## src/rtl/dbw_pkg.sv

```systemverilog
package dbw_pkg;

  localparam int DEF_SAMPLE_WIDTH = 24;

  localparam int FRAC = 30;
  // biased value: up to about +-18.0 in Q.30
  localparam int XW = 37;
  localparam int AW = 36;

  localparam logic [30:0]   ONE_Q     = 31'h4000_0000;
  localparam logic [63:0]   HALF_LSB  = 64'h0000_0000_2000_0000;
  localparam logic [AW-1:0] HALF_PI_Q = 36'd1686629713;
  localparam logic [AW-1:0] PI_Q      = 36'd3373259426;
  localparam logic [AW-1:0] TWO_PI_Q  = 36'd6746518852;
  localparam logic [AW-1:0] FOUR_PI_Q = 36'd13493037704;

  localparam int HORNER_STEPS = 5;
  // sum of stages in the front (6), Horner steps (5 of 3 each) and shaper (10)
  localparam int PIPE_LATENCY = 31;

  localparam logic [15:0] RST_INPUT_GAIN  = 16'd4096;
  localparam logic [15:0] RST_BIAS_OFFSET = 16'd24576;
  localparam logic [15:0] RST_TRIM_GAIN   = 16'd4096;

  typedef enum logic [1:0] {
    CFG_INPUT_GAIN  = 2'd0,
    CFG_BIAS_OFFSET = 2'd1,
    CFG_TRIM_GAIN   = 2'd2
  } cfg_idx_t;

  typedef struct packed {
    logic [15:0] input_gain;
    logic [15:0] bias_offset;
    logic [15:0] trim_gain;
  } cfg_t;

  // per-item sideband that rides along the sine pipeline
  typedef struct packed {
    logic signed [31:0] x;
    logic               neg;
    logic               sflag;
    logic [30:0]        r;
  } side_t;

  function automatic int horner_div(input int i);
    int k;
    case (i)
      0:       k = 110;
      1:       k = 72;
      2:       k = 42;
      3:       k = 20;
      default: k = 6;
    endcase
    return k;
  endfunction

endpackage

```

## src/rtl/dbw_hstep.sv

```systemverilog
module dbw_hstep #(
  parameter int K = 6
) (
  input  logic           clk,
  input  logic           rst_n,
  input  logic           in_valid,
  input  logic [31:0]    in_r2,
  input  logic [30:0]    in_h,
  input  dbw_pkg::side_t in_side,
  output logic           out_valid,
  output logic [31:0]    out_r2,
  output logic [30:0]    out_h,
  output dbw_pkg::side_t out_side
);
  import dbw_pkg::*;

  // reciprocal with 32-bit multiplier; quotient low by at most one
  localparam int RSH = 31 + $clog2(K);
  localparam logic [31:0] RECIP = 32'((64'd1 << RSH) / K);
  localparam logic [32:0] KHALF = 33'(K / 2);
  localparam logic [33:0] KW = 34'(K);

  logic [3:1]  vld_r, vld_nxt;
  logic [62:0] p_r, p_nxt;
  logic [64:0] qm_r, qm_nxt;
  logic [32:0] n_r, n_nxt;
  logic [31:0] r2a_r, r2b_r, r2c_r;
  side_t       sda_r, sdb_r, sdc_r;
  logic [30:0] h_r, h_nxt;

  logic [32:0] q0, q;
  logic [33:0] rem;
  logic [32:0] hw;

  always_comb begin
    vld_nxt = {vld_r[2:1], in_valid};
    p_nxt = in_r2 * in_h;
    n_nxt = 33'((64'(p_r) + HALF_LSB) >> FRAC) + KHALF;
    qm_nxt = n_nxt * RECIP;
    q0 = 33'(qm_r >> RSH);
    rem = 34'(n_r) - 34'(q0) * KW;
    q = (rem >= KW) ? q0 + 33'd1 : q0;
    hw = 33'(ONE_Q) - q;
    h_nxt = hw[30:0];
  end

  always_ff @(posedge clk) begin
    if (!rst_n) begin
      vld_r <= '0;
    end else begin
      vld_r <= vld_nxt;
    end
    p_r   <= p_nxt;
    r2a_r <= in_r2;
    sda_r <= in_side;
    qm_r  <= qm_nxt;
    n_r   <= n_nxt;
    r2b_r <= r2a_r;
    sdb_r <= sda_r;
    h_r   <= h_nxt;
    r2c_r <= r2b_r;
    sdc_r <= sdb_r;
  end

  assign out_valid = vld_r[3];
  assign out_r2    = r2c_r;
  assign out_h     = h_r;
  assign out_side  = sdc_r;

endmodule

```

## config.mk

```make
export PLATFORM = sky130hd
export DESIGN_NAME = dbw_hstep
export DESIGN_NICKNAME = d
export VERILOG_FILES = /design/src/rtl/dbw_pkg.sv /design/src/rtl/dbw_hstep.sv
export SDC_FILE = /design/constraint.sdc
export NUM_CORES = 2
export LEC_CHECK = 0
export ABC_AREA = 1
export BUFFER_PORTS_ARGS = -buffer_cell sky130_fd_sc_hd__buf_2
export CAP_MARGIN = 20
export CORE_UTILIZATION = 50
export DETAILED_ROUTE_END_ITERATION = 6
export HOLD_SLACK_MARGIN = 0.05
export PLACE_DENSITY = 0.73
export SLEW_MARGIN = 20
export SYNTH_ARGS = -nofsm -noshare
export SYNTH_HDL_FRONTEND = slang
export SYNTH_SLANG_ARGS = --single-unit
```

## constraint.sdc

```tcl
create_clock -name clk -period 25.4 [get_ports clk]
set_clock_uncertainty 0.2 [all_clocks]
set_input_delay 7.62 -clock clk [delete_from_list [all_inputs] [get_ports clk]]
set_output_delay 7.62 -clock clk [all_outputs]
set_load 0.005 [all_outputs]
```

==> flow_metrics.tcl <==
set metrics [dict create \
    status "finished clean" \
    root_buffer "clkbuf_16" \
    clk_path_buf_depth 3 \
    synthXorXnorAreaFrac_pct 2.47 \
    ys.warnings.count 0 \
    die_w_um 362 \
    drive_above_1_share_pct 5.58 \
    ys_ff_latch 423 \
    drv_cap 0 \
    critPathLaunch "in_h[10]" \
    finalSetupTns_ns 0 \
    end_kind "flip-flop" \
    rsz0062_at_grt "no" \
    grt_pass1_wl_mm 293 \
    wl_met2_mm 88.3 \
    cts_sinks 423 \
    path_clk_slew_ns 0.06 \
    start_util_pct 50.6 \
    wl_mm 184 \
    synth_edf_count 0 \
    drc 0 \
    muxShareOfSynthArea_pct 0 \
    gp_congestion 1.03 \
    antenna_found_initial 5 \
    fmax_mhz 67.0 \
    grt_max_degree 47 \
    critPathLaunchType "input port" \
    clock_latency_ns 0.66 \
    seq_area_frac_synth_pct 13.1 \
    cts_resized 0 \
    wl_per_cell_um 18.8 \
    drt_pass1_iterations 6 \
    timing.rr.start "p_r[30]" \
    die_y_um 362 \
    postCtsHoldBufs 0 \
    m1WireLength_mm 70.7 \
    synth_top_family_by_area "adder cells" \
    maxSlewViolCount 0 \
    finalCritPeriodShare_pct 58.8 \
    syn-num-nets 9891 \
    highest_layer "met5" \
    maxSlewHeadroom_pct 19.7 \
    synth_area_per_cell_um2 8.25 \
    io_pins 260 \
    worstPathRequired_ns 25.78 \
    async_flop_share_pct 0 \
    nets 10026 \
    critPathMaxFanout 32 \
    cts_max_level 2 \
    area.growth.synth_to_final_pct 6.91 \
    hold_path.class "flip-flop to flip-flop" \
    synthFlopType "dfxtp_1" \
    rows 131 \
    die_area_um2 131000 \
    synth.distinct_cells 56 \
    critPathSlowestCell "buf_2" \
    synthesis.area_um2 64900 \
    fin_crit_ns 14.93 \
    postRouteAntennaNets 0 \
    io_buffers 259 \
    tritoncts "done" \
    synth_compound_gate_area_share_pct 3.59 \
    hold_start "sdb_r[55]" \
    worst_pin_slew_ns 1.20 \
    critical_path_class "input port to flip-flop" \
    cts_made_buffers 48 \
    via_per_inst 5.21 \
    grt-ovfl-total 0 \
    hpwl_mm 153 \
    final_common_cell "inv_1" \
    finalHoldViolCount 0 \
    wl_met3_mm 13.8 \
    cpMostUsedCell "fa_1" \
    first_global_vias 54972 \
    via_count 50910 \
    drt_iter0_drc 3997 \
    slowest_delay_ns 0.71 \
    synth_cells 7867 \
    critPathArrivalTime_ns 15.31 \
    core_um2 128000 \
    postCtsSetupRepairBufs 0 \
    synth_fa_ha_area_share_pct 50.9 \
    yosys.area_share.simple_pct 16.0 \
    setup_viol 0 \
    grt_use_total_pct 28.9 \
    final_cell_mix "inv_1, nand2_1, fa_1" \
]
-- cell usage after synthesis, types with 42 or more instances --
master    number  share of area [%]
inv_1       2189                 13
nand2_1     1825                 11
fa_1        1240                 38
ha_1         653                 13
dfxtp_1      423                 13
nor2_1       339                2.0
a21oi_1      202                1.6
clkbuf_1     189                1.1
nand3_1      182                1.4
xor2_1       141                1.9
o21ai_0       76               0.59
a31oi_1       54               0.52
nand4_1       52               0.50
nor3_1        46               0.35
xnor2_1       42               0.57
-- metrics by stage --
step / hold slack, ns / util, % / setup slack [ns] / cell area [um2] / std cells
floorplan: 0.110 / - / 11.07 / 64900 / 7867
detailed placement: 0.112 / 52.8 / 9.94 / 67700 / 9681
global placement: 0.110 / 52.8 / 10.04 / 67700 / 9681
finish: 0.100 / 54.1 / 10.47 / 69400 / 9773
global route: 0.122 / 54.1 / 10.10 / 69300 / 9770
CTS: 0.113 / 54.1 / 10.63 / 69300 / 9770
-- worst max-delay path: cells and delay by family --
| family | cells | cell delay (ns) |
|---|---|---|
| AOI/OAI and AO/OA | 2 | 0.56 |
| and+or+nand+nor | 9 | 1.40 |
| buffers and inverters | 8 | 1.11 |
| xor gates and xnor gates | 1 | 0.13 |
| adders and majority gates | 9 | 4.47 |
-- per-layer routing --
metal | global-route usage, % | vias to the layer above
met5 | 0 | -
met4 | 15.1 | 4
met3 | 4.35 | 556
met2 | 49.9 | 2209
met1 | 34.8 | 24908
li1 | - | 23233
-- cell type report --
class                      count  area [um2]
multi-input combinational   5037       47300
inverter                    2209        8290
timing repair buffer         283        1480
fill                       11927       58800
clock inverter                32         322
clock buffer                  57        1300
sequential                   423        8470
antenna                        3        7.51
tap                         1729        2160
-- state kept, by name, summed over array words and instances, names as in the netlist --
| name | count |
|---|---|
| n_r | 33 |
| out_h | 31 |
| out_r2 | 32 |
| out_side | 65 |
| p_r | 34 |
| qm_r | 31 |
| r2a_r | 32 |
| r2b_r | 32 |
| sda_r | 65 |
| sdb_r | 65 |
| vld_r | 3 |
-- path summary, 6_finish.rpt --
path	to	depth (start not counted)	slack (ns)
setup / recovery	p_r[60]	29	10.47
hold / removal	out_side[55]	0	0.10
setup reg to reg	qm_r[57]	36	14.49
hold reg to reg	out_side[55]	0	0.10
-- kinds of logic (layout without fill, tap and decap cells) --
group / after synthesis / after routing
xor gates and xnor gates: 183 / 183
other: 0 / 3
AOI/OAI and AO/OA: 408 / 408
buffers and inverters: 2407 / 2581
and+or+nand+nor: 2553 / 2553
adders and majority gates: 1893 / 1893
DFF: 423 / 423
Power is left out: the tool's default activity adds up to more than one toggle a clock period on the data nets, which glitch-free logic cannot reach.
