--- config.mk ---
export PLATFORM = sky130hd
export DESIGN_NAME = dbw_front
export DESIGN_NICKNAME = d
export VERILOG_FILES = /design/src/rtl/dbw_pkg.sv /design/src/rtl/dbw_front.sv
export SDC_FILE = /design/constraint.sdc
export NUM_CORES = 2
export LEC_CHECK = 0
export BUFFER_PORTS_ARGS = -buffer_cell sky130_fd_sc_hd__buf_2
export CORE_MARGIN = 2
export CORE_UTILIZATION = 45
export CTS_BUF_LIST = sky130_fd_sc_hd__clkbuf_4 sky130_fd_sc_hd__clkbuf_8 sky130_fd_sc_hd__clkbuf_16
export CTS_CLUSTER_DIAMETER = 80
export DETAILED_ROUTE_END_ITERATION = 7
export PLACE_DENSITY = 0.68
export SKIP_CTS_REPAIR_TIMING = 1
export SLEW_MARGIN = 20
export SYNTH_ARGS = -nofsm -noshare
export SYNTH_HDL_FRONTEND = slang
export SYNTH_SLANG_ARGS = --single-unit
--- constraint.sdc ---
create_clock -name clk -period 11.6 [get_ports clk]
set_input_delay 0.58 -clock clk [delete_from_list [all_inputs] [get_ports clk]]
set_output_delay 0.58 -clock clk [all_outputs]
set_load 0.01 [all_outputs]
--- src/rtl/dbw_pkg.sv ---
package dbw_pkg;

  localparam int DEF_SAMPLE_WIDTH = 24;

  localparam int FRAC = 30;
  // biased value: up to about +-18.0 in Q.30
  localparam int XW = 37;
  localparam int AW = 36;

  localparam logic [30:0]   ONE_Q     = 31'h4000_0000;
  localparam logic [63:0]   HALF_LSB  = 64'h0000_0000_2000_0000;
  localparam logic [AW-1:0] HALF_PI_Q = 36'd1686629713;
  localparam logic [AW-1:0] PI_Q      = 36'd3373259426;
  localparam logic [AW-1:0] TWO_PI_Q  = 36'd6746518852;
  localparam logic [AW-1:0] FOUR_PI_Q = 36'd13493037704;

  localparam int HORNER_STEPS = 5;
  // sum of stages in the front (6), Horner steps (5 of 3 each) and shaper (10)
  localparam int PIPE_LATENCY = 31;

  localparam logic [15:0] RST_INPUT_GAIN  = 16'd4096;
  localparam logic [15:0] RST_BIAS_OFFSET = 16'd24576;
  localparam logic [15:0] RST_TRIM_GAIN   = 16'd4096;

  typedef enum logic [1:0] {
    CFG_INPUT_GAIN  = 2'd0,
    CFG_BIAS_OFFSET = 2'd1,
    CFG_TRIM_GAIN   = 2'd2
  } cfg_idx_t;

  typedef struct packed {
    logic [15:0] input_gain;
    logic [15:0] bias_offset;
    logic [15:0] trim_gain;
  } cfg_t;

  // per-item sideband that rides along the sine pipeline
  typedef struct packed {
    logic signed [31:0] x;
    logic               neg;
    logic               sflag;
    logic [30:0]        r;
  } side_t;

  function automatic int horner_div(input int i);
    int k;
    case (i)
      0:       k = 110;
      1:       k = 72;
      2:       k = 42;
      3:       k = 20;
      default: k = 6;
    endcase
    return k;
  endfunction

endpackage

--- src/rtl/dbw_front.sv ---
module dbw_front #(
  parameter int SW = dbw_pkg::DEF_SAMPLE_WIDTH
) (
  input  logic                 clk,
  input  logic                 rst_n,
  input  logic                 in_valid,
  input  logic signed [SW-1:0] in_sample,
  input  dbw_pkg::cfg_t        cfg,
  output logic                 out_valid,
  output logic [31:0]          out_r2,
  output dbw_pkg::side_t       out_side
);
  import dbw_pkg::*;

  localparam int SHIFT = SW - 16;
  localparam int VW = SW + 24;
  localparam logic signed [VW-1:0] RND = (VW'(1) << SHIFT) >> 1;
  localparam logic signed [XW-1:0] ONE_X = XW'(64'd1 << FRAC);

  logic [6:1] vld_r, vld_nxt;

  logic signed [SW+16:0] prod_r, prod_nxt;
  logic signed [XW-1:0]  x_r, x_nxt;
  logic [AW-1:0]         a1_r, a1_nxt;
  side_t                 sd3_r, sd3_nxt, sd4_r, sd4_nxt, sd5_r, sd6_r;
  logic [61:0]           rr_r, rr_nxt;
  logic [31:0]           r2_r, r2_nxt;

  logic signed [VW-1:0]  v, vr, sh;
  logic signed [XW-1:0]  ax;
  logic [AW-1:0]         a, a2;

  always_comb begin
    vld_nxt = {vld_r[5:1], in_valid};

    // stage 1: input gain
    prod_nxt = in_sample * $signed({1'b0, cfg.input_gain});

    // stage 2: to Q.30 with rounding, add bias
    v = {{4{prod_r[SW+16]}}, prod_r, 3'b000};
    vr = v + RND;
    sh = vr >>> SHIFT;
    x_nxt = sh[XW-1:0] + XW'({cfg.bias_offset, 15'b0});

    // stage 3: magnitude, reduce modulo 2*pi
    ax = x_r[XW-1] ? -x_r : x_r;
    a = ax[AW-1:0];
    sd3_nxt.x = x_r[31:0];
    sd3_nxt.neg = x_r[XW-1];
    sd3_nxt.sflag = (x_r > ONE_X) || (x_r < -ONE_X);
    sd3_nxt.r = '0;
    if (a >= FOUR_PI_Q) begin
      a1_nxt = a - FOUR_PI_Q;
    end else if (a >= TWO_PI_Q) begin
      a1_nxt = a - TWO_PI_Q;
    end else begin
      a1_nxt = a;
    end

    // stage 4: fold into [0, pi/2]
    sd4_nxt = sd3_r;
    a2 = a1_r;
    if (a1_r > PI_Q) begin
      a2 = a1_r - PI_Q;
      sd4_nxt.neg = ~sd3_r.neg;
    end
    if (a2 > HALF_PI_Q) begin
      a2 = PI_Q - a2;
    end
    sd4_nxt.r = a2[30:0];

    // stage 5/6: r^2
    rr_nxt = sd4_r.r * sd4_r.r;
    r2_nxt = 32'((64'(rr_r) + HALF_LSB) >> FRAC);
  end

  always_ff @(posedge clk) begin
    if (!rst_n) begin
      vld_r <= '0;
    end else begin
      vld_r <= vld_nxt;
    end
    prod_r <= prod_nxt;
    x_r    <= x_nxt;
    a1_r   <= a1_nxt;
    sd3_r  <= sd3_nxt;
    sd4_r  <= sd4_nxt;
    rr_r   <= rr_nxt;
    sd5_r  <= sd4_r;
    r2_r   <= r2_nxt;
    sd6_r  <= sd5_r;
  end

  assign out_valid = vld_r[6];
  assign out_r2    = r2_r;
  assign out_side  = sd6_r;

endmodule

==> impl_metrics.tcl <==
set metrics [dict create \
    worstMarginPinSlew_ps 1087 \
    synth_top_area_share 0.4067 \
    gp_congestion 0.9142 \
    syn_area_um2 55630 \
    cts_max_path_buffers 3 \
    rsz0062_at_grt "no" \
    fin_nets 7498 \
    cts.sinks 406 \
    dr.pass1.iters 5 \
    instances_no_fill 7557 \
    finalSetupViolations 0 \
    start_util 0.4552 \
    synthCells 5851 \
    wl_mm 131.4 \
    setup_ws_ps 1727 \
    cts-buffers-inserted 44 \
    critPathKind "reg2reg" \
    insertion_delay_ps 610 \
    grt_max_degree 50 \
    drc 0 \
    synth_flop_cell "dfxtp_1" \
    fp.coreArea_um2 122200 \
    fin_crit_sh 0.8511 \
    ctsRootBufferMaster "clkbuf_16" \
    synth-edff-count 0 \
    die_h_um 355.6 \
    drtAntennaViolNets 0 \
    synthTopCellsByArea "fa_1 (41%), dfxtp_1 (15%), inv_1 (9.5%)" \
    grt_pass1_vias 41464 \
    cts_tree "built" \
    avgSynthCellArea_um2 9.507 \
    mostFrequentLayoutCells "inv_1 (1,406), fa_1 (1,130), nand2_1 (593)" \
    hp-class "in2reg" \
    track_usage 0.2147 \
    arrival_ps 10350 \
    io_buffers 156 \
    slew_headroom 0.2743 \
    place_inst 7473 \
    synthToLayoutAreaGrowth_pct 6.950 \
    drv_slew 0 \
    drive_gt1_frac 0.05886 \
    ys_warn_count 0 \
    worstPathMaxFanout 21 \
    htreeDepth 2 \
    place_ws_ps 1908 \
    antenna_found_initial 5 \
    outcome "complete, no violations" \
    cp-end-kind "flop" \
    dr.first_iter.drc_count 2231 \
    fin_crit_ps 9873 \
    die_width_um 355.6 \
    synth_seq_cells 406 \
    num_vias 38869 \
    startpoint_type "flop" \
    path_clk_slew_ps 60 \
    layout_commonest_cell "inv_1" \
    rows 128 \
    grt_overflow 0 \
    post_drt_via_cell_ratio 5.143 \
    async_reset_ff_frac 0 \
    hpwl_mm 106.8 \
    ys_types 91 \
    synth_top_area_cell "fa_1" \
    fin_skew_ps 25.88 \
    grt_pass1_wl_mm 217.3 \
    max_freq_mhz 101.3 \
    required_ps 12080 \
    boundaryPins 173 \
    tns_ps 0 \
    hold_viol 0 \
    dieArea_um2 126400 \
    cap_violations 0 \
    yosysSeqAreaShare 0.1461 \
    wl_per_cell_um 17.39 \
    syn_nets 7455 \
]
per-layer routing:
layer | share of wire | vias to the layer above | track usage
li1 | - | 17806 | -
met1 | 0.40 | 19574 | 0.2738
met2 | 0.50 | 1230 | 0.3759
met3 | 0.062 | 253 | 0.03124
met4 | 0.034 | 6 | 0.06644
met5 | 0.00033 | - | 0
worst paths after layout:
path	start	slack [ps]	end	depth (start not counted)
worst min-delay path	in_valid	190	vld_r[1]	2
worst max-delay path	sd4_r[9]	1730	rr_r[61]	25
worst max register to register	sd4_r[9]	1730	rr_r[61]	25
worst min register to register	sd4_r[55]	320	sd5_r[55]	0
metrics by stage:
stage / cell area [um2] / util / hold WS (ps)
6_report: 59490 / 0.4869 / 188.1
5_1_grt: 59490 / 0.4868 / 166.8
4_1_cts: 59490 / 0.4868 / 145.6
3_5_place_dp: 57980 / 0.4745 / 312.1
3_3_place_gp: 57980 / 0.4745 / 311.4
2_1_floorplan: 55630 / - / 309.6
state kept, by name (all words and copies together) (netlist names):
| signal | count |
|---|---|
| sd4_r | 64 |
| sd3_r | 34 |
| sd5_r | 63 |
| vld_r | 6 |
| rr_r | 34 |
| out_side | 64 |
| prod_r | 37 |
| x_r | 37 |
| a1_r | 35 |
| out_r2 | 32 |
kinds of logic after synthesis:
group / Yosys count / synth area share
xor gates and xnor gates: 304 / 0.04786
buffers and inverters: 1617 / 0.1101
and+or+nand+nor: 1492 / 0.1356
DFF: 406 / 0.1461
AOI/OAI and AO/OA: 490 / 0.06147
adders and majority gates: 1530 / 0.4966
muxes: 12 / 0.002227
critical path, stage by stage (launching register included):
cell and delay, ps:
dfxtp_1 1030, buf_4 360, nand2_1 120, fa_1 580
inv_1 50, fa_1 530, inv_1 60, fa_1 460
fa_1 550, inv_1 60, fa_1 560, fa_1 440
fa_1 520, fa_1 430, ha_1 300, a211oi_1 330
nand2_1 90, a2111oi_0 750, a41o_1 600, o31a_1 370
o21ai_0 220, a211oi_1 590, o31ai_1 240, a21o_1 240
a21oi_1 190, xnor2_1 90
Yosys cell counts, types with 16 or more instances:
cell type	count
a211oi_1	21
o21a_1	18
or4_1	16
nand4_1	46
nor4_1	21
nand2b_1	27
nand3_1	73
o21bai_1	23
o31ai_1	20
buf_2	18
nor2_1	157
a31oi_1	18
xnor2_1	203
ha_1	399
dfxtp_1	406
a21oi_1	100
inv_1	1406
nor3_1	51
clkbuf_1	178
xor2_1	101
nand2_1	593
o211ai_1	17
and2_1	359
fa_1	1130
or2_2	18
o21ai_0	70
a21o_1	54
and3_1	34
nor2b_1	22
layout make-up:
cell class | instances | area [um2]
multi-input cells | 3828 | 41380
inverters | 1408 | 5285
diodes | 3 | 7.507
repair buffers | 206 | 1156
clock buffers | 53 | 1212
clock inverters | 28 | 291.5
fillers | 11384 | 62700
flip-flops and latches | 406 | 8129
well taps | 1625 | 2033
Power is left out: the tool's default activity adds up to more than one toggle a clock period on the data nets, which glitch-free logic cannot reach.
